===== src/hw/rtl/gda_pkg.sv =====
// ----------------------------------------------------------------------------
// gda_pkg
// Types, constants and helpers for the Gregorian date arithmetic block.
// ----------------------------------------------------------------------------
`default_nettype none

package gda_pkg;

  localparam int MAX_YEAR   = 9999;
  localparam int COUNT_BITS = 20;

  localparam int YEAR_W  = 14;
  localparam int MONTH_W = 4;
  localparam int DAY_W   = 5;
  localparam int CNTP_W  = 20;
  localparam int DIFF_W  = 23;
  localparam int ORDER_W = 2;
  localparam int OP_W    = 2;

  localparam int CNT_W = (COUNT_BITS < CNTP_W) ? COUNT_BITS : CNTP_W;

  localparam int DIFF_LIMIT = 4194303;
  localparam int DAYS_400   = 146097;
  localparam int DAYS_100   = 36524;
  localparam int DAYS_4     = 1461;
  localparam int DAYS_1     = 365;

  // serial of MAX_YEAR-12-31, day 0 is 0001-01-01
  localparam int TOP_SERIAL = MAX_YEAR * 365 + MAX_YEAR / 4 - MAX_YEAR / 100
                              + MAX_YEAR / 400 - 1;
  localparam int SER_W = $clog2(TOP_SERIAL + (2 ** CNT_W) + 1) + 1;

  typedef logic [SER_W-1:0]   ser_t;
  typedef logic [YEAR_W-1:0]  year_t;
  typedef logic [MONTH_W-1:0] month_t;
  typedef logic [DAY_W-1:0]   day_t;
  typedef logic signed [DIFF_W-1:0] diff_t;

  typedef enum logic [1:0] {
    OP_ADD  = 2'd0,
    OP_SUB  = 2'd1,
    OP_DIFF = 2'd2,
    OP_NONE = 2'd3
  } op_e;

  localparam logic [ORDER_W-1:0] ORD_EQ      = 2'd0;
  localparam logic [ORDER_W-1:0] ORD_EARLIER = 2'd1;
  localparam logic [ORDER_W-1:0] ORD_LATER   = 2'd2;

  typedef enum logic [1:0] {
    PH_400 = 2'd0,
    PH_100 = 2'd1,
    PH_4   = 2'd2,
    PH_1   = 2'd3
  } phase_e;

  typedef enum logic [3:0] {
    S_IDLE,
    S_SER_LD,
    S_YLOOP,
    S_MLOOP,
    S_DAY,
    S_AFTER,
    S_OFFSET,
    S_CHECK,
    S_DIFF_SUB,
    S_DIFF_OUT,
    S_DONE
  } state_e;

  typedef enum logic [1:0] {
    DP_HOLD,
    DP_LOAD,
    DP_STEP,
    DP_ADD
  } dp_op_e;

  typedef struct packed {
    dp_op_e op;
    ser_t   rem_ld;
    ser_t   acc_ld;
    ser_t   k;
    ser_t   inc;
  } dp_ctl_t;

  localparam logic [DAY_W-1:0] MONTH_LEN [13] = '{
    5'd0, 5'd31, 5'd28, 5'd31, 5'd30, 5'd31, 5'd30,
    5'd31, 5'd31, 5'd30, 5'd31, 5'd30, 5'd31
  };

  function automatic day_t month_len(input month_t m, input logic leap);
    day_t len;
    len = (m > month_t'(12)) ? 5'd0 : MONTH_LEN[m];
    if (m == month_t'(2) && leap) begin
      len = 5'd29;
    end
    return len;
  endfunction

  // year-group sizes in years
  function automatic ser_t years_of(input phase_e ph);
    ser_t v;
    unique case (ph)
      PH_400:  v = ser_t'(400);
      PH_100:  v = ser_t'(100);
      PH_4:    v = ser_t'(4);
      default: v = ser_t'(1);
    endcase
    return v;
  endfunction

  // year-group sizes in days
  function automatic ser_t days_of(input phase_e ph);
    ser_t v;
    unique case (ph)
      PH_400:  v = ser_t'(DAYS_400);
      PH_100:  v = ser_t'(DAYS_100);
      PH_4:    v = ser_t'(DAYS_4);
      default: v = ser_t'(DAYS_1);
    endcase
    return v;
  endfunction

  function automatic year_t clamp_year(input year_t y);
    year_t r;
    r = y;
    if (y == year_t'(0)) begin
      r = year_t'(1);
    end else if (32'(y) > 32'(MAX_YEAR)) begin
      r = year_t'(MAX_YEAR);
    end
    return r;
  endfunction

  function automatic month_t clamp_month(input month_t m);
    month_t r;
    r = m;
    if (m == month_t'(0)) begin
      r = month_t'(1);
    end else if (m > month_t'(12)) begin
      r = month_t'(12);
    end
    return r;
  endfunction

endpackage

`default_nettype wire


===== src/hw/rtl/gda_datapath.sv =====
// ----------------------------------------------------------------------------
// gda_datapath
// Remainder and accumulator registers around one shared compare-subtract.
// ----------------------------------------------------------------------------
`default_nettype none

module gda_datapath (
  input  wire              clk_i,
  input  wire gda_pkg::dp_ctl_t ctl_i,
  output gda_pkg::ser_t    rem_o,
  output gda_pkg::ser_t    acc_o,
  output logic             ge_o
);

  gda_pkg::ser_t rem_q, rem_d;
  gda_pkg::ser_t acc_q, acc_d;
  gda_pkg::ser_t sub;
  logic          borrow;

  assign {borrow, sub} = {1'b0, rem_q} - {1'b0, ctl_i.k};
  assign ge_o = ~borrow;

  always_comb begin
    rem_d = rem_q;
    acc_d = acc_q;
    unique case (ctl_i.op)
      gda_pkg::DP_LOAD: begin
        rem_d = ctl_i.rem_ld;
        acc_d = ctl_i.acc_ld;
      end
      gda_pkg::DP_STEP: begin
        rem_d = sub;
        acc_d = acc_q + ctl_i.inc;
      end
      gda_pkg::DP_ADD: begin
        acc_d = acc_q + ctl_i.inc;
      end
      default: begin
      end
    endcase
  end

  always_ff @(posedge clk_i) begin
    rem_q <= rem_d;
    acc_q <= acc_d;
  end

  assign rem_o = rem_q;
  assign acc_o = acc_q;

endmodule

`default_nettype wire


===== src/hw/rtl/gregorian_date_arithmetic.sv =====
// ----------------------------------------------------------------------------
// gregorian_date_arithmetic
// Adds or subtracts days on a Gregorian date, or gives the day difference
// and order of two dates, through serial day numbers.
// ----------------------------------------------------------------------------
//  channel | signals                 | payload
//  --------+-------------------------+------------------------------------
//  in      | in_valid_i / in_ready_o | operation, date, day_count, date 2
//  out     | out_valid_o/out_ready_i | result date, difference, order, err
//
//  One request at a time; in_ready_o is high only while idle.
//  Each date conversion steps one year group or month per cycle through the
//  shared compare-subtract; from a date, the year groups are those of year - 1.
//  Add/subtract: date to serial, offset, range check, then serial to date;
//  difference: two conversions, then a subtract and a clamp to DIFF_LIMIT.
//  A new request is taken while a result still waits; the block stalls only
//  on a second finished result.
//  Asynchronous active-low reset; no clearing pass.
// ----------------------------------------------------------------------------
`default_nettype none

module gregorian_date_arithmetic (
  input  wire                                 clk_i,
  input  wire                                 rst_ni,
  input  wire                                 in_valid_i,
  output logic                                in_ready_o,
  input  wire  [gda_pkg::OP_W-1:0]            operation_i,
  input  wire  [gda_pkg::YEAR_W-1:0]          year_i,
  input  wire  [gda_pkg::MONTH_W-1:0]         month_i,
  input  wire  [gda_pkg::DAY_W-1:0]           day_i,
  input  wire  [gda_pkg::CNTP_W-1:0]          day_count_i,
  input  wire  [gda_pkg::YEAR_W-1:0]          other_year_i,
  input  wire  [gda_pkg::MONTH_W-1:0]         other_month_i,
  input  wire  [gda_pkg::DAY_W-1:0]           other_day_i,
  output logic                                out_valid_o,
  input  wire                                 out_ready_i,
  output logic [gda_pkg::YEAR_W-1:0]          result_year_o,
  output logic [gda_pkg::MONTH_W-1:0]         result_month_o,
  output logic [gda_pkg::DAY_W-1:0]           result_day_o,
  output logic signed [gda_pkg::DIFF_W-1:0]   day_difference_o,
  output logic [gda_pkg::ORDER_W-1:0]         order_o,
  output logic                                range_error_o
);

  gda_pkg::state_e state_q, state_d;
  gda_pkg::dp_ctl_t ctl;
  gda_pkg::ser_t    rem, acc;
  logic             ge;

  gda_pkg::op_e     op_q;
  gda_pkg::year_t   y_q, oy_q;
  gda_pkg::month_t  m_q, om_q;
  gda_pkg::day_t    d_q, od_q;
  logic [gda_pkg::CNT_W-1:0] cnt_q;
  logic             second_q;
  logic             dir_to_q;
  gda_pkg::phase_e  ph_q;
  logic [4:0]       qc_q;
  logic             f100_q, f24_q, leap_q;
  gda_pkg::month_t  mo_q;
  gda_pkg::ser_t    s1_q;

  gda_pkg::year_t   res_y_q;
  gda_pkg::month_t  res_m_q;
  gda_pkg::day_t    res_d_q;
  gda_pkg::diff_t   res_diff_q;
  logic [gda_pkg::ORDER_W-1:0] res_ord_q;
  logic             res_err_q;

  logic             out_valid_q;

  gda_pkg::year_t   cur_y;
  gda_pkg::month_t  cur_m;
  gda_pkg::day_t    cur_d;
  gda_pkg::day_t    mlen;
  gda_pkg::day_t    dcl;
  logic             capped;
  logic             step_ok;
  logic             out_free;
  int               dv;

  assign cur_y = second_q ? oy_q : y_q;
  assign cur_m = second_q ? om_q : m_q;
  assign cur_d = second_q ? od_q : d_q;
  assign mlen  = gda_pkg::month_len(mo_q, leap_q);

  always_comb begin
    gda_pkg::day_t len;
    len = gda_pkg::month_len(cur_m, leap_q);
    dcl = cur_d;
    if (cur_d == '0) begin
      dcl = gda_pkg::day_t'(1);
    end else if (cur_d > len) begin
      dcl = len;
    end
  end

  assign capped   = (ph_q == gda_pkg::PH_100) || (ph_q == gda_pkg::PH_1);
  assign step_ok  = ge && !(capped && qc_q == 5'd3);
  assign out_free = !out_valid_q || out_ready_i;
  assign dv       = int'($signed(rem));

  gda_datapath u_dp (
    .clk_i (clk_i),
    .ctl_i (ctl),
    .rem_o (rem),
    .acc_o (acc),
    .ge_o  (ge)
  );

  always_ff @(posedge clk_i or negedge rst_ni) begin
    if (!rst_ni) begin
      state_q <= gda_pkg::S_IDLE;
    end else begin
      state_q <= state_d;
    end
  end

  always_comb begin
    state_d    = state_q;
    ctl.op     = gda_pkg::DP_HOLD;
    ctl.rem_ld = acc;
    ctl.acc_ld = '0;
    ctl.k      = dir_to_q ? gda_pkg::years_of(ph_q) : gda_pkg::days_of(ph_q);
    ctl.inc    = dir_to_q ? gda_pkg::days_of(ph_q) : gda_pkg::years_of(ph_q);
    in_ready_o = 1'b0;
    unique case (state_q)
      gda_pkg::S_IDLE: begin
        in_ready_o = 1'b1;
        if (in_valid_i) begin
          state_d = gda_pkg::S_SER_LD;
        end
      end
      gda_pkg::S_SER_LD: begin
        ctl.op     = gda_pkg::DP_LOAD;
        ctl.rem_ld = gda_pkg::ser_t'(cur_y) - gda_pkg::ser_t'(1);
        state_d    = gda_pkg::S_YLOOP;
      end
      gda_pkg::S_YLOOP: begin
        if (step_ok) begin
          ctl.op = gda_pkg::DP_STEP;
        end else if (ph_q == gda_pkg::PH_1) begin
          state_d = gda_pkg::S_MLOOP;
        end
      end
      gda_pkg::S_MLOOP: begin
        ctl.k   = gda_pkg::ser_t'(mlen);
        ctl.inc = dir_to_q ? gda_pkg::ser_t'(mlen) : '0;
        if (dir_to_q) begin
          if (mo_q < cur_m) begin
            ctl.op = gda_pkg::DP_ADD;
          end else begin
            state_d = gda_pkg::S_DAY;
          end
        end else if (mo_q < gda_pkg::month_t'(12) && ge) begin
          ctl.op = gda_pkg::DP_STEP;
        end else begin
          state_d = gda_pkg::S_DONE;
        end
      end
      gda_pkg::S_DAY: begin
        ctl.op  = gda_pkg::DP_ADD;
        ctl.inc = gda_pkg::ser_t'(dcl - gda_pkg::day_t'(1));
        state_d = gda_pkg::S_AFTER;
      end
      gda_pkg::S_AFTER: begin
        if (second_q) begin
          ctl.op     = gda_pkg::DP_LOAD;
          ctl.rem_ld = s1_q;
          ctl.acc_ld = acc;
          state_d    = gda_pkg::S_DIFF_SUB;
        end else begin
          case (op_q) inside
            gda_pkg::OP_ADD, gda_pkg::OP_SUB: state_d = gda_pkg::S_OFFSET;
            gda_pkg::OP_DIFF:                 state_d = gda_pkg::S_SER_LD;
            default:                          state_d = gda_pkg::S_DONE;
          endcase
        end
      end
      gda_pkg::S_OFFSET: begin
        ctl.op  = gda_pkg::DP_ADD;
        ctl.inc = (op_q == gda_pkg::OP_ADD) ? gda_pkg::ser_t'(cnt_q)
                                            : -gda_pkg::ser_t'(cnt_q);
        state_d = gda_pkg::S_CHECK;
      end
      gda_pkg::S_CHECK: begin
        if (acc[gda_pkg::SER_W-1] ||
            $signed(acc) > $signed(gda_pkg::ser_t'(gda_pkg::TOP_SERIAL))) begin
          state_d = gda_pkg::S_DONE;
        end else begin
          ctl.op     = gda_pkg::DP_LOAD;
          ctl.rem_ld = acc;
          state_d    = gda_pkg::S_YLOOP;
        end
      end
      gda_pkg::S_DIFF_SUB: begin
        ctl.op  = gda_pkg::DP_STEP;
        ctl.k   = acc;
        ctl.inc = '0;
        state_d = gda_pkg::S_DIFF_OUT;
      end
      gda_pkg::S_DIFF_OUT: begin
        state_d = gda_pkg::S_DONE;
      end
      gda_pkg::S_DONE: begin
        if (out_free) begin
          state_d = gda_pkg::S_IDLE;
        end
      end
      default: begin
        state_d = gda_pkg::S_IDLE;
      end
    endcase
  end

  always_ff @(posedge clk_i) begin
    case (state_q)
      gda_pkg::S_IDLE: begin
        if (in_valid_i) begin
          op_q       <= gda_pkg::op_e'(operation_i);
          y_q        <= gda_pkg::clamp_year(year_i);
          m_q        <= gda_pkg::clamp_month(month_i);
          d_q        <= day_i;
          oy_q       <= gda_pkg::clamp_year(other_year_i);
          om_q       <= gda_pkg::clamp_month(other_month_i);
          od_q       <= other_day_i;
          cnt_q      <= day_count_i[gda_pkg::CNT_W-1:0];
          second_q   <= 1'b0;
          res_diff_q <= '0;
          res_ord_q  <= gda_pkg::ORD_EQ;
          res_err_q  <= 1'b0;
        end
      end
      gda_pkg::S_SER_LD: begin
        dir_to_q <= 1'b1;
        ph_q     <= gda_pkg::PH_400;
        qc_q     <= '0;
      end
      gda_pkg::S_YLOOP: begin
        if (step_ok) begin
          if (ph_q != gda_pkg::PH_400) begin
            qc_q <= qc_q + 5'd1;
          end
        end else begin
          qc_q <= '0;
          if (ph_q == gda_pkg::PH_100) begin
            f100_q <= (qc_q == 5'd3);
          end
          if (ph_q == gda_pkg::PH_4) begin
            f24_q <= (qc_q == 5'd24);
          end
          if (ph_q == gda_pkg::PH_1) begin
            leap_q <= (qc_q == 5'd3) && !(f24_q && !f100_q);
            mo_q   <= gda_pkg::month_t'(1);
          end else begin
            ph_q <= gda_pkg::phase_e'(ph_q + 2'd1);
          end
        end
      end
      gda_pkg::S_MLOOP: begin
        if (dir_to_q) begin
          if (mo_q < cur_m) begin
            mo_q <= mo_q + gda_pkg::month_t'(1);
          end
        end else if (mo_q < gda_pkg::month_t'(12) && ge) begin
          mo_q <= mo_q + gda_pkg::month_t'(1);
        end else begin
          res_y_q <= gda_pkg::year_t'(acc + gda_pkg::ser_t'(1));
          res_m_q <= mo_q;
          res_d_q <= gda_pkg::day_t'(rem) + gda_pkg::day_t'(1);
        end
      end
      gda_pkg::S_DAY: begin
        if (second_q) begin
          od_q <= dcl;
        end else begin
          d_q <= dcl;
        end
      end
      gda_pkg::S_AFTER: begin
        if (!second_q) begin
          s1_q    <= acc;
          res_y_q <= y_q;
          res_m_q <= m_q;
          res_d_q <= d_q;
          if (op_q == gda_pkg::OP_DIFF) begin
            second_q <= 1'b1;
          end
        end
      end
      gda_pkg::S_CHECK: begin
        if (acc[gda_pkg::SER_W-1]) begin
          res_err_q <= 1'b1;
          res_y_q   <= gda_pkg::year_t'(1);
          res_m_q   <= gda_pkg::month_t'(1);
          res_d_q   <= gda_pkg::day_t'(1);
        end else if ($signed(acc) >
                     $signed(gda_pkg::ser_t'(gda_pkg::TOP_SERIAL))) begin
          res_err_q <= 1'b1;
          res_y_q   <= gda_pkg::year_t'(gda_pkg::MAX_YEAR);
          res_m_q   <= gda_pkg::month_t'(12);
          res_d_q   <= gda_pkg::day_t'(31);
        end else begin
          dir_to_q <= 1'b0;
          ph_q     <= gda_pkg::PH_400;
          qc_q     <= '0;
        end
      end
      gda_pkg::S_DIFF_OUT: begin
        if (dv > gda_pkg::DIFF_LIMIT) begin
          res_diff_q <= gda_pkg::diff_t'(gda_pkg::DIFF_LIMIT);
        end else if (dv < -gda_pkg::DIFF_LIMIT) begin
          res_diff_q <= gda_pkg::diff_t'(-gda_pkg::DIFF_LIMIT);
        end else begin
          res_diff_q <= gda_pkg::diff_t'(dv);
        end
        if (dv == 0) begin
          res_ord_q <= gda_pkg::ORD_EQ;
        end else if (dv < 0) begin
          res_ord_q <= gda_pkg::ORD_EARLIER;
        end else begin
          res_ord_q <= gda_pkg::ORD_LATER;
        end
      end
      default: begin
      end
    endcase
  end

  always_ff @(posedge clk_i or negedge rst_ni) begin
    if (!rst_ni) begin
      out_valid_q <= 1'b0;
    end else if (state_q == gda_pkg::S_DONE && out_free) begin
      out_valid_q <= 1'b1;
    end else if (out_ready_i) begin
      out_valid_q <= 1'b0;
    end
  end

  always_ff @(posedge clk_i) begin
    if (state_q == gda_pkg::S_DONE && out_free) begin
      result_year_o    <= res_y_q;
      result_month_o   <= res_m_q;
      result_day_o     <= res_d_q;
      day_difference_o <= res_diff_q;
      order_o          <= res_ord_q;
      range_error_o    <= res_err_q;
    end
  end

  assign out_valid_o = out_valid_q;

`ifndef ASSERT_OFF
  a_busy_after_accept: assert property (@(posedge clk_i) disable iff (!rst_ni)
    (in_valid_i && in_ready_o) |=> !in_ready_o)
    else $error("accepted a request while busy");

  a_month_range: assert property (@(posedge clk_i) disable iff (!rst_ni)
    (state_q == gda_pkg::S_MLOOP) |-> (mo_q >= 4'd1 && mo_q <= 4'd12))
    else $error("month counter out of range");

  a_group_count: assert property (@(posedge clk_i) disable iff (!rst_ni)
    (state_q == gda_pkg::S_YLOOP) |-> (qc_q <= 5'd24))
    else $error("year group count overflow");

  a_sat_on_error: assert property (@(posedge clk_i) disable iff (!rst_ni)
    (out_valid_o && range_error_o) |->
      ((result_year_o == 14'd1 && result_month_o == 4'd1 && result_day_o == 5'd1) ||
       (result_month_o == 4'd12 && result_day_o == 5'd31)))
    else $error("range error without saturated date");
`endif

endmodule

`default_nettype wire

===== config.mk =====
export PLATFORM = sky130hd
export DESIGN_NAME = gregorian_date_arithmetic
export DESIGN_NICKNAME = d
export VERILOG_FILES = /design/src/hw/rtl/gda_pkg.sv /design/src/hw/rtl/gda_datapath.sv /design/src/hw/rtl/gregorian_date_arithmetic.sv
export SDC_FILE = /design/constraint.sdc
export NUM_CORES = 1
export LEC_CHECK = 0
export BUFFER_PORTS_ARGS = -buffer_cell sky130_fd_sc_hd__buf_2
export CAP_MARGIN = 20
export CORE_AREA = 5 5 196 198
export DETAILED_ROUTE_END_ITERATION = 12
export DIE_AREA = 0 0 201 203
export PLACE_DENSITY = 0.74
export SETUP_SLACK_MARGIN = 0.5
export SKIP_LAST_GASP = 1
export SYNTH_ARGS = -nofsm -noshare
export SYNTH_HDL_FRONTEND = slang
export SYNTH_HIERARCHICAL = 1
export SYNTH_SLANG_ARGS = --single-unit

===== constraint.sdc =====
create_clock -name clk_i -period 8 [get_ports clk_i]
set_clock_uncertainty 0.05 [all_clocks]
set_input_delay 1.6 -clock clk_i [delete_from_list [all_inputs] [get_ports clk_i]]
set_output_delay 1.6 -clock clk_i [all_outputs]
set_load 0.02 [all_outputs]

==> results.toml, run 1 <==
[status]
status = "finished clean"

[run]
drv_cap = 0

[clock_network]
holdBufCountCts = 0
cts_made_buffers = 28
cts_tree = "built"
path_clk_slew_ps = 60
cts_max_level = 1
clock_path_buffers = 3
cts-resized-gates = 0
postCtsSetupBuffers = 0
clock_latency_ps = 560
clockRootBuffer = "clkbuf_16"
clkSinkCount = 259

[grt]
grt_max_degree = 59
antenna_found_initial = 1
met2_usage = 0.3308
globalRoute.totalOverflow = 0
grtUsageMet1 = 0.3121
grtUsageMet3 = 0.03546
grt_pass1_vias = 12457
grt_usage = 0.2156
grt_pass1_wl_um = 70790
gr-max-usage-layer = "met2"

[worst_setup_path]
reg2reg_slack_ps = 1010
crit_fanout = 25
crit_type = "reg -> reg"
cp.arrival_ps = 7230
critPathMaxStageDelay_ps = 770
reg2reg_depth = 22
r2r_end = "u_dp/acc_o[8]$_DFFE_PP_"
slowest_stage = "dfrtp_1"
end_kind = "flip-flop"
worst_setup_path_start_kind = "flip-flop"
r2r_start = "state_q[0]$_DFFE_PN0P_"
cp_cell_sequence = "nand4bb_1, a311oi_1, a21oi_1, o31ai_1, inv_1, ha_1, o211ai_1, a21o_1, a21oi_1, or2_2, a211oi_1, o21ai_0, o21ai_1, or2_2, nand4_1, ha_1, buf_4, or2_2, buf_4, nand2_1, a21oi_1, nor3_1"
required_ps = 8250

[pwr]
p_leak_nw = 6.699
peakVddDrop_mv = 0.2492
pwr-share-clk = 0.151
internal-power_mw = 4.456
power_mw = 8.163
switching_share = 0.4541
power_frac_comb = 0.532
cellPowerDensity_mw_per_mm2 = 451.9
p_seq_frac = 0.316
p_sw_mw = 3.707

[detailed_routing]
dr_total_vias = 13110
first_iter_violations = 1372
avgViaCountPerCell = 6.050
drt-total-wl_um = 45370
dr.pass1.iters = 6
ant_nets = 0
drc = 0
post_drt_wl_per_cell_um = 20.94

[logic_synthesis]
synth-async-reset-ratio = 0.01931
synth_flop_cell = "edfxtp_1"
ys_types = 93
synth-seq-cells = 259
synth_cells = 1592
synth_edf_count = 254
synthesis.nets = 1741
yosysSeqAreaShare = 0.4799
yosys_warnings = 6
avgSynthCellArea_um2 = 10.15
synth_area_mm2 = 0.01616

[sta]
fin_crit_ps = 6988
final.period_utilization = 0.8735
timing.final.ws_setup_ps = 1012
maxSlewViolCount = 0
final.setup.tns_ps = 0
fmax_mhz = 143.1
setup_viol = 0
worst_pin_slew_ps = 1047
report.final.hold_viol_count = 0
rsz0062_at_grt = "false"
hold_slack_ps = 365.9
max-slew-margin-rel = 0.3013

[final_layout]
fin_nets = 1829
final_cell_mix = "edfxtp_1, nand2_1, buf_2, nor2_1, a21oi_1"
drive_gt1_frac = 0.1383
final_common_cell = "edfxtp_1"
num_antenna_cells = 0
area_growth_pct = 11.82
post-route-cell-area_mm2 = 0.01806
fillers = 3277

[place]
place_ws_ps = 1243
dp_hpwl_um = 34330
dpl-instance-area_mm2 = 0.01717
place_congestion = 1.018
portBuffers = 122

[worst_hold_path]
hold_path.class = "reg -> reg"
hold_path_end = "result_day_o[3]$_DFFE_PP_"
min_path_cells = 0
hold_start = "res_d_q[3]$_DFFE_PP_"

[die]
start_util = 0.4445
coreArea_mm2 = 0.03635
die_x_um = 201
placementRows = 70
die_h_um = 203
die_area_mm2 = 0.04080
ios = 123
stage by stage:
step	instances	utilization
4_1_cts	2166	0.4962
6_report	2167	0.4970
3_3_place_gp	2117	0.4725
3_5_place_dp	2117	0.4725
2_1_floorplan	1592	-
5_1_grt	2167	0.4970
sequential cells by signal, summed over array words and instances, names as in the netlist, 5 cells and up:
name	cells
day_difference_o	23
res_y_q	14
od_q	5
result_day_o	5
u_dp/rem_o	24
u_dp/acc_o	24
res_diff_q	23
res_d_q	5
cnt_q	20
s1_q	24
qc_q	5
result_year_o	14
y_q	14
d_q	5
oy_q	14
logic make-up after synthesis:
logic type / synth area share
buf+inv: 0.03818
simple gates: 0.1736
compound gates: 0.1873
xor+xnor: 0.03632
fa+ha+maj: 0.06056
mux: 0.02424
flops: 0.4799
power by group through the flow:
stage | Combinational [mW] | Sequential (mW) | Clock, mW
final | 4.35 | 2.58 | 1.24
after global routing | 4.74 | 2.62 | 1.32
after CTS | 4.19 | 2.57 | 1.26
after detailed placement | 4.16 | 2.60 | 0
after global placement | 4.11 | 2.58 | 0
after floorplan | 3.17 | 2.37 | 0
critical path, delay by kind of cell (launching register included):
kind                     cells  cell delay, ps
adder cells (fa/ha/maj)      2             540
flip-flops                   1             770
AO/OA/AOI/OAI               10            2680
AND/OR/NAND/NOR              7            1920
buffers and inverters        3             740
worst max path at each step:
| stage | startpoint | endpoint | slack, ps | cells after the start |
|---|---|---|---|---|
| 3_5_place_dp | state_q[0]$_DFFE_PN0P_ | u_dp/acc_o[8]$_DFFE_PP_ | 1240 | 22 |
| 3_3_place_gp | state_q[1]$_DFFE_PN0P_ | u_dp/acc_o[8]$_DFFE_PP_ | 1550 | 24 |
| 4_1_cts | state_q[0]$_DFFE_PN0P_ | u_dp/acc_o[8]$_DFFE_PP_ | 1200 | 22 |
| 5_1_grt | state_q[0]$_DFFE_PN0P_ | u_dp/acc_o[8]$_DFFE_PP_ | 580 | 22 |
| 2_1_floorplan | state_q[1]$_DFFE_PN0P_ | res_d_q[0]$_DFFE_PP_ | 1290 | 17 |
| 6_report | state_q[0]$_DFFE_PN0P_ | u_dp/acc_o[8]$_DFFE_PP_ | 1010 | 22 |
layout make-up:
type / count / area, um^2 / share of cell area
Multi-Input combinational cell: 1178 / 7812 / 0.4325
Tap cell: 468 / 585.6 / 0.03241
Timing Repair Buffer: 143 / 788.3 / 0.04363
Sequential cell: 259 / 7752 / 0.4291
Clock buffer: 40 / 745.7 / 0.04128
Inverter: 70 / 262.8 / 0.01454
Clock inverter: 9 / 117.6 / 0.006511
layer usage:
layer  share of wire  vias to the layer above
met5         0.00029                        -
met4           0.035                        2
met3           0.088                       77
met2            0.44                      590
met1            0.44                     6299
li1                -                     6142
Yosys cell counts, types with 15 or more instances:
cell type	count	area, um^2
o31ai_1	21	157.7
and2_1	51	319.1
nand4_1	22	137.6
a21oi_1	107	535.5
inv_1	70	262.8
o21ai_0	95	475.5
mux2i_1	19	190.2
nand3_1	42	210.2
nand2_1	140	525.5
and3_1	15	93.84
edfxtp_1	254	7627
a22oi_1	16	120.1
xor2_1	33	289.0
xnor2_1	34	297.8
ha_1	75	938.4
nor2_1	112	420.4
clkbuf_1	65	244.0
nor4_1	17	106.4
nand2b_1	32	200.2
nor3_1	40	200.2
nor2b_1	16	100.1
a21o_1	17	127.6
o21a_1	40	300.3
o211ai_1	15	112.6
a221o_1	17	170.2
(Power assumes the default switching activity.)
==> run 2, diff against run 1 <==
BUFFER_PORTS_ARGS = -buffer_cell sky130_fd_sc_hd__clkbuf_2   (was -buffer_cell sky130_fd_sc_hd__buf_2)
HOLD_SLACK_MARGIN = 0.05   (was unset)
MAX_ROUTING_LAYER = met4   (was unset)
==> results.toml, run 2 (synthesized netlist as in run 1, its figures left out) <==
[worst_setup_path]
reg2reg_depth = 23
r2r_start = "mo_q[0]$_SDFFCE_PN1P_"
worst_setup_path_start_kind = "flip-flop"
cp-startpoint = "mo_q[0]$_SDFFCE_PN1P_"
end_kind = "flip-flop"
required_ps = 8250
crit_fanout = 23
endpoint = "u_dp/acc_o[8]$_DFFE_PP_"
r2r_end = "u_dp/acc_o[8]$_DFFE_PP_"
crit_type = "reg -> reg"
reg2reg_slack_ps = 1120
cp.arrival_ps = 7130

[die]
die_h_um = 203
coreArea_mm2 = 0.03635
ios = 123
die_x_um = 201
die_area_mm2 = 0.04080
placementRows = 70
start_util = 0.4445

[final_layout]
drive_gt1_frac = 0.1417
num_antenna_cells = 0
utilization = 0.5000
area_growth_pct = 12.49
final_cell_mix = "edfxtp_1, nand2_1, clkbuf_2, nor2_1, a21oi_1"
fin_nets = 1832
instances_no_fill = 2169
final_common_cell = "edfxtp_1"

[clock_network]
cts_tree = "built"
clkSinkCount = 259
cts-resized-gates = 0
clockRootBuffer = "clkbuf_16"
holdBufCountCts = 0
postCtsSetupBuffers = 0
clock_latency_ps = 570
path_clk_slew_ps = 60
cts_max_level = 1
clock_path_buffers = 3
cts_made_buffers = 28

[sta]
final.setup.tns_ps = 0
final.period_utilization = 0.8597
fin_crit_ps = 6878
fmax_mhz = 145.4
report.final.hold_viol_count = 0
maxSlewViolCount = 0
timing.final.ws_setup_ps = 1122
worst_pin_slew_ps = 1055
setup_viol = 0
max-slew-margin-rel = 0.2960
rsz0062_at_grt = "false"

[pwr]
power_mw = 8.288
cellPowerDensity_mw_per_mm2 = 456.1
p_leak_nw = 6.791
peakVddDrop_mv = 0.2795

[detailed_routing]
post_drt_wl_per_cell_um = 21.23
avgViaCountPerCell = 6.046
dr_total_vias = 13113
drc = 0
ant_nets = 0
drt-total-wl_um = 46050
dr.pass1.iters = 6
first_iter_violations = 1374

[place]
portBuffers = 122
place_congestion = 0.9982
place_ws_ps = 1356
dp_hpwl_um = 34890
place_inst = 2121

[status]
status = "finished clean"

[run]
drv_cap = 0

[worst_hold_path]
hold_path.class = "reg -> reg"
hold_start = "res_y_q[9]$_DFFE_PP_"

[grt]
antenna_found_initial = 0
globalRoute.totalOverflow = 0
grt_usage = 0.2240
grt_pass1_vias = 12446
grt_max_degree = 59
grt_pass1_wl_um = 71360
## run 2: changes by cell type in the layout (fill, tap and decap cells not counted), sizes merged
cell and delta:
clkbuf +114, clkinvlp -2, clkinv +5, buf -119, bufinv +4
## run 2: critical path, cell delays in order (launching register included)
cell,delay [ps]
edfxtp_1,510
inv_1,180
ha_1,200
and3b_1,220
a311oi_1,740
a21oi_1,80
o31ai_1,120
inv_1,120
ha_1,370
o211ai_1,100
a21o_1,190
a21oi_1,250
or2_2,220
a211oi_1,80
o21ai_0,720
o21ai_1,260
or2_2,430
nand4_1,180
ha_1,520
or2_2,480
buf_4,270
nand2_1,80
a21oi_1,140
nor3_1,70
## run 2: report_power, final
part / switching, mW / internal [mW] / total (mW)
clock network: 0.534 / 0.831 / 1.37
logic: 2.77 / 1.59 / 4.36
registers: 0.420 / 2.14 / 2.56
## run 2: metal layers
metal / track usage / part of all wire
met1: 0.3164 / 0.44
met2: 0.3387 / 0.44
met3: 0.03594 / 0.088
met4: 0.06047 / 0.029
met5: - / 0
## run 2: final cells by class
class                   count  area [um^2]
inverters                  70        262.8
clock buffers              32        715.7
well taps                 468        585.6
repair buffers            146        802.0
fillers                  3309        18170
flip-flops and latches    259         7752
clock inverters            16        242.7
multi-input cells        1178         7812
## run 2: worst min-delay path by stage
stage,end,slack [ps],cells past startpoint
4_1_cts,order_o[1]$_DFFE_PP_,370,0
3_3_place_gp,result_month_o[1]$_DFFE_PP_,350,0
3_5_place_dp,order_o[1]$_DFFE_PP_,350,0
6_report,result_year_o[9]$_DFFE_PP_,370,0
5_1_grt,result_year_o[10]$_DFFE_PP_,380,0
2_1_floorplan,day_difference_o[0]$_DFFE_PP_,350,0
## run 2: through the flow
step / cell area (um^2) / hold slack [ps]
6_report: 18170 / 367.2
5_1_grt: 18170 / 377.0
4_1_cts: 18170 / 366.7
3_5_place_dp: 17220 / 354.5
3_3_place_gp: 17190 / 351.6
2_1_floorplan: 16160 / 350.3
==> run 3, diff against run 2 <==
CORE_AREA = 5 5 188 190   (was 5 5 196 198)
DIE_AREA = 0 0 193 195   (was 0 0 201 203)
PLACE_DENSITY = 0.75   (was 0.74)
SYNTH_HIERARCHICAL = unset   (was 1)
==> results.toml, run 3 <==
[worst_setup_path]
end_kind = "flip-flop"
worst_setup_path_start_kind = "flip-flop"
crit_type = "reg -> reg"
cpMostUsedCell = "nand2_1"
critPathMaxStageDelay_ps = 540
cp.arrival_ps = 6760
cp_cell_sequence = "mux2_2, inv_1, nand2_1, o31ai_2, ha_1, a211o_1, a221o_1, nand2_1, nor3_1, a21oi_1, nand4_1, and2_1, a21oi_1, ha_1, a211oi_1, nand2_1, nor4_1, nor3_1, a211o_1, a31oi_1, xnor2_1, nor2_1"
slowest_stage = "nand4_1"
required_ps = 8230
crit_fanout = 13

[logic_synthesis]
yosysSeqAreaShare = 0.5206
synth_top_area_share = 0.5122
avgSynthCellArea_um2 = 10.82
synth-async-reset-ratio = 0.01931
synth-seq-cells = 259
synth_cells = 1376
synthesis.nets = 1526
synth_area_mm2 = 0.01489
ys_types = 78
ys_top_cells_by_area = "edfxtp_1, ha_1, a21oi_1, nor2_1, xnor2_1"
yosysMostFrequentCell = "edfxtp_1"
synth_commonest_cells = "edfxtp_1, a21oi_1, nor2_1, nand2_1, ha_1"
yosys_warnings = 0
synth_area_leader_cell = "edfxtp_1"
synth_flop_cell = "edfxtp_1"
synth_edf_count = 254

[detailed_routing]
drc = 0
first_iter_violations = 1346
dr.pass1.iters = 7
dr_wl_met3_um = 3417
avgViaCountPerCell = 5.839
post_drt_wl_per_cell_um = 19.32
dr_total_vias = 11387
drt-total-wl_um = 37670
dr_wl_met2_um = 17100
ant_nets = 0
wl_met1_um = 16020
top_layer = "met4"

[run]
drv_cap = 0

[final_layout]
utilization = 0.5101
final_cell_mix = "edfxtp_1, a21oi_1, clkbuf_2, nor2_1, nand2_1"
final_common_cell = "edfxtp_1"
drive_gt1_frac = 0.1433
area_growth_pct = 14.00
fin_nets = 1629

[clock_network]
holdBufCountCts = 0
clock_latency_ps = 560
cts_made_buffers = 27
postCtsSetupBuffers = 0
cts_tree = "built"
cts-resized-gates = 0
cts_max_level = 1
clkSinkCount = 259
clockRootBuffer = "clkbuf_16"
clock_path_buffers = 3
path_clk_slew_ps = 60

[grt]
antenna_found_initial = 2
grt_max_degree = 50
grt_pass1_vias = 10953
globalRoute.totalOverflow = 0
grt_pass1_wl_um = 58860
grt_usage = 0.2010

[pwr]
power_mw = 7.908
p_leak_nw = 6.493
cellPowerDensity_mw_per_mm2 = 465.9
peakVddDrop_mv = 0.3076

[status]
status = "finished clean"

[die]
die_area_mm2 = 0.03764
ios = 123
start_util = 0.4474
die_x_um = 193
die_h_um = 195
placementRows = 67
coreArea_mm2 = 0.03328

[sta]
max-slew-margin-rel = 0.3107
fin_crit_ps = 6528
rsz0062_at_grt = "false"
worst_pin_slew_ps = 1020
final.setup.tns_ps = 0
final.period_utilization = 0.8160
fmax_mhz = 153.2
maxSlewViolCount = 0
setup_viol = 0
report.final.hold_viol_count = 0

[place]
place_congestion = 1.072
dp_hpwl_um = 28840
portBuffers = 122

[worst_hold_path]
hold_path.class = "reg -> reg"
[run 3: cell count changes in the layout (fill, tap and decap cells not counted), sizes merged, moves of 13 or more]
cell | before | now
o21ai | 102 | 61
inv | 70 | 47
a21o | 17 | 35
nand2 | 141 | 95
nand4 | 23 | 3
o31ai | 22 | 9
a21oi | 110 | 140
and2 | 51 | 18
a22oi | 16 | 2
[run 3: cells by family after synthesis]
kind of cell / share of synthesized area
XOR/XNOR: 0.05226
buffers and inverters: 0.03008
AND/OR/NAND/NOR: 0.1366
multiplexers: 0.01891
AO/OA/AOI/OAI: 0.1749
flip-flops: 0.5206
adder cells (fa/ha/maj): 0.06655
[run 3: layout make-up]
| type | instances | area (um^2) |
|---|---|---|
| fillers | 2952 | 16310 |
| flip-flops and latches | 259 | 7752 |
| multi-input cells | 1005 | 6710 |
| repair buffers | 137 | 772.0 |
| clock buffers | 34 | 732.0 |
| well taps | 448 | 560.5 |
| clock inverters | 16 | 257.7 |
| inverters | 49 | 185.2 |
| diodes | 2 | 5.005 |
[run 3: layer usage]
| layer | up-vias | GRT usage |
|---|---|---|
| met5 | - | - |
| met4 | 0 | 0.05507 |
| met3 | 80 | 0.03821 |
| met2 | 522 | 0.3114 |
| met1 | 5380 | 0.2732 |
| li1 | 5405 | - |
[run 3: power breakdown]
group	internal, mW	switching [mW]
clock	0.848	0.531
combinational	1.48	2.46
sequential	2.17	0.416
[run 3: path summary, 6_finish.rpt]
path | startpoint | end | slack, ps | depth (start not counted)
max in group asynchronous | rst_ni | state_q[1]$_DFFE_PN0P_ | 6920 | 1
worst max-delay path | second_q$_SDFFCE_PN0P_ | u_dp.acc_o[23]$_DFFE_PP_ | 1470 | 22
worst max register to register | second_q$_SDFFCE_PN0P_ | u_dp.acc_o[23]$_DFFE_PP_ | 1470 | 22
worst min-delay path | res_diff_q[3]$_SDFFCE_PN0P_ | day_difference_o[3]$_DFFE_PP_ | 370 | 0
min in group asynchronous | rst_ni | state_q[0]$_DFFE_PN0P_ | 830 | 1
worst min register to register | res_diff_q[3]$_SDFFCE_PN0P_ | day_difference_o[3]$_DFFE_PP_ | 370 | 0
[run 3: through the flow]
step                      cell area, um^2  setup WS [ps]  hold WS [ps]  cells
after floorplan                     14890           2108         350.3   1376
final                               16980           1472         367.4   1950
after detailed placement            15930           1532         355.4   1895
after CTS                           16920           1490         369.3   1945
after global routing                16980          997.5         376.8   1950
after global placement              15890           1840         354.6   1893
[run 3: critical path, delay by kind of cell (launching register included)]
kind / cells / cell delay [ps]
XOR/XNOR: 1 / 160
multiplexers: 1 / 400
AND/OR/NAND/NOR: 9 / 1980
flip-flops: 1 / 470
adder cells (fa/ha/maj): 2 / 670
AO/OA/AOI/OAI: 8 / 2440
buffers and inverters: 1 / 80
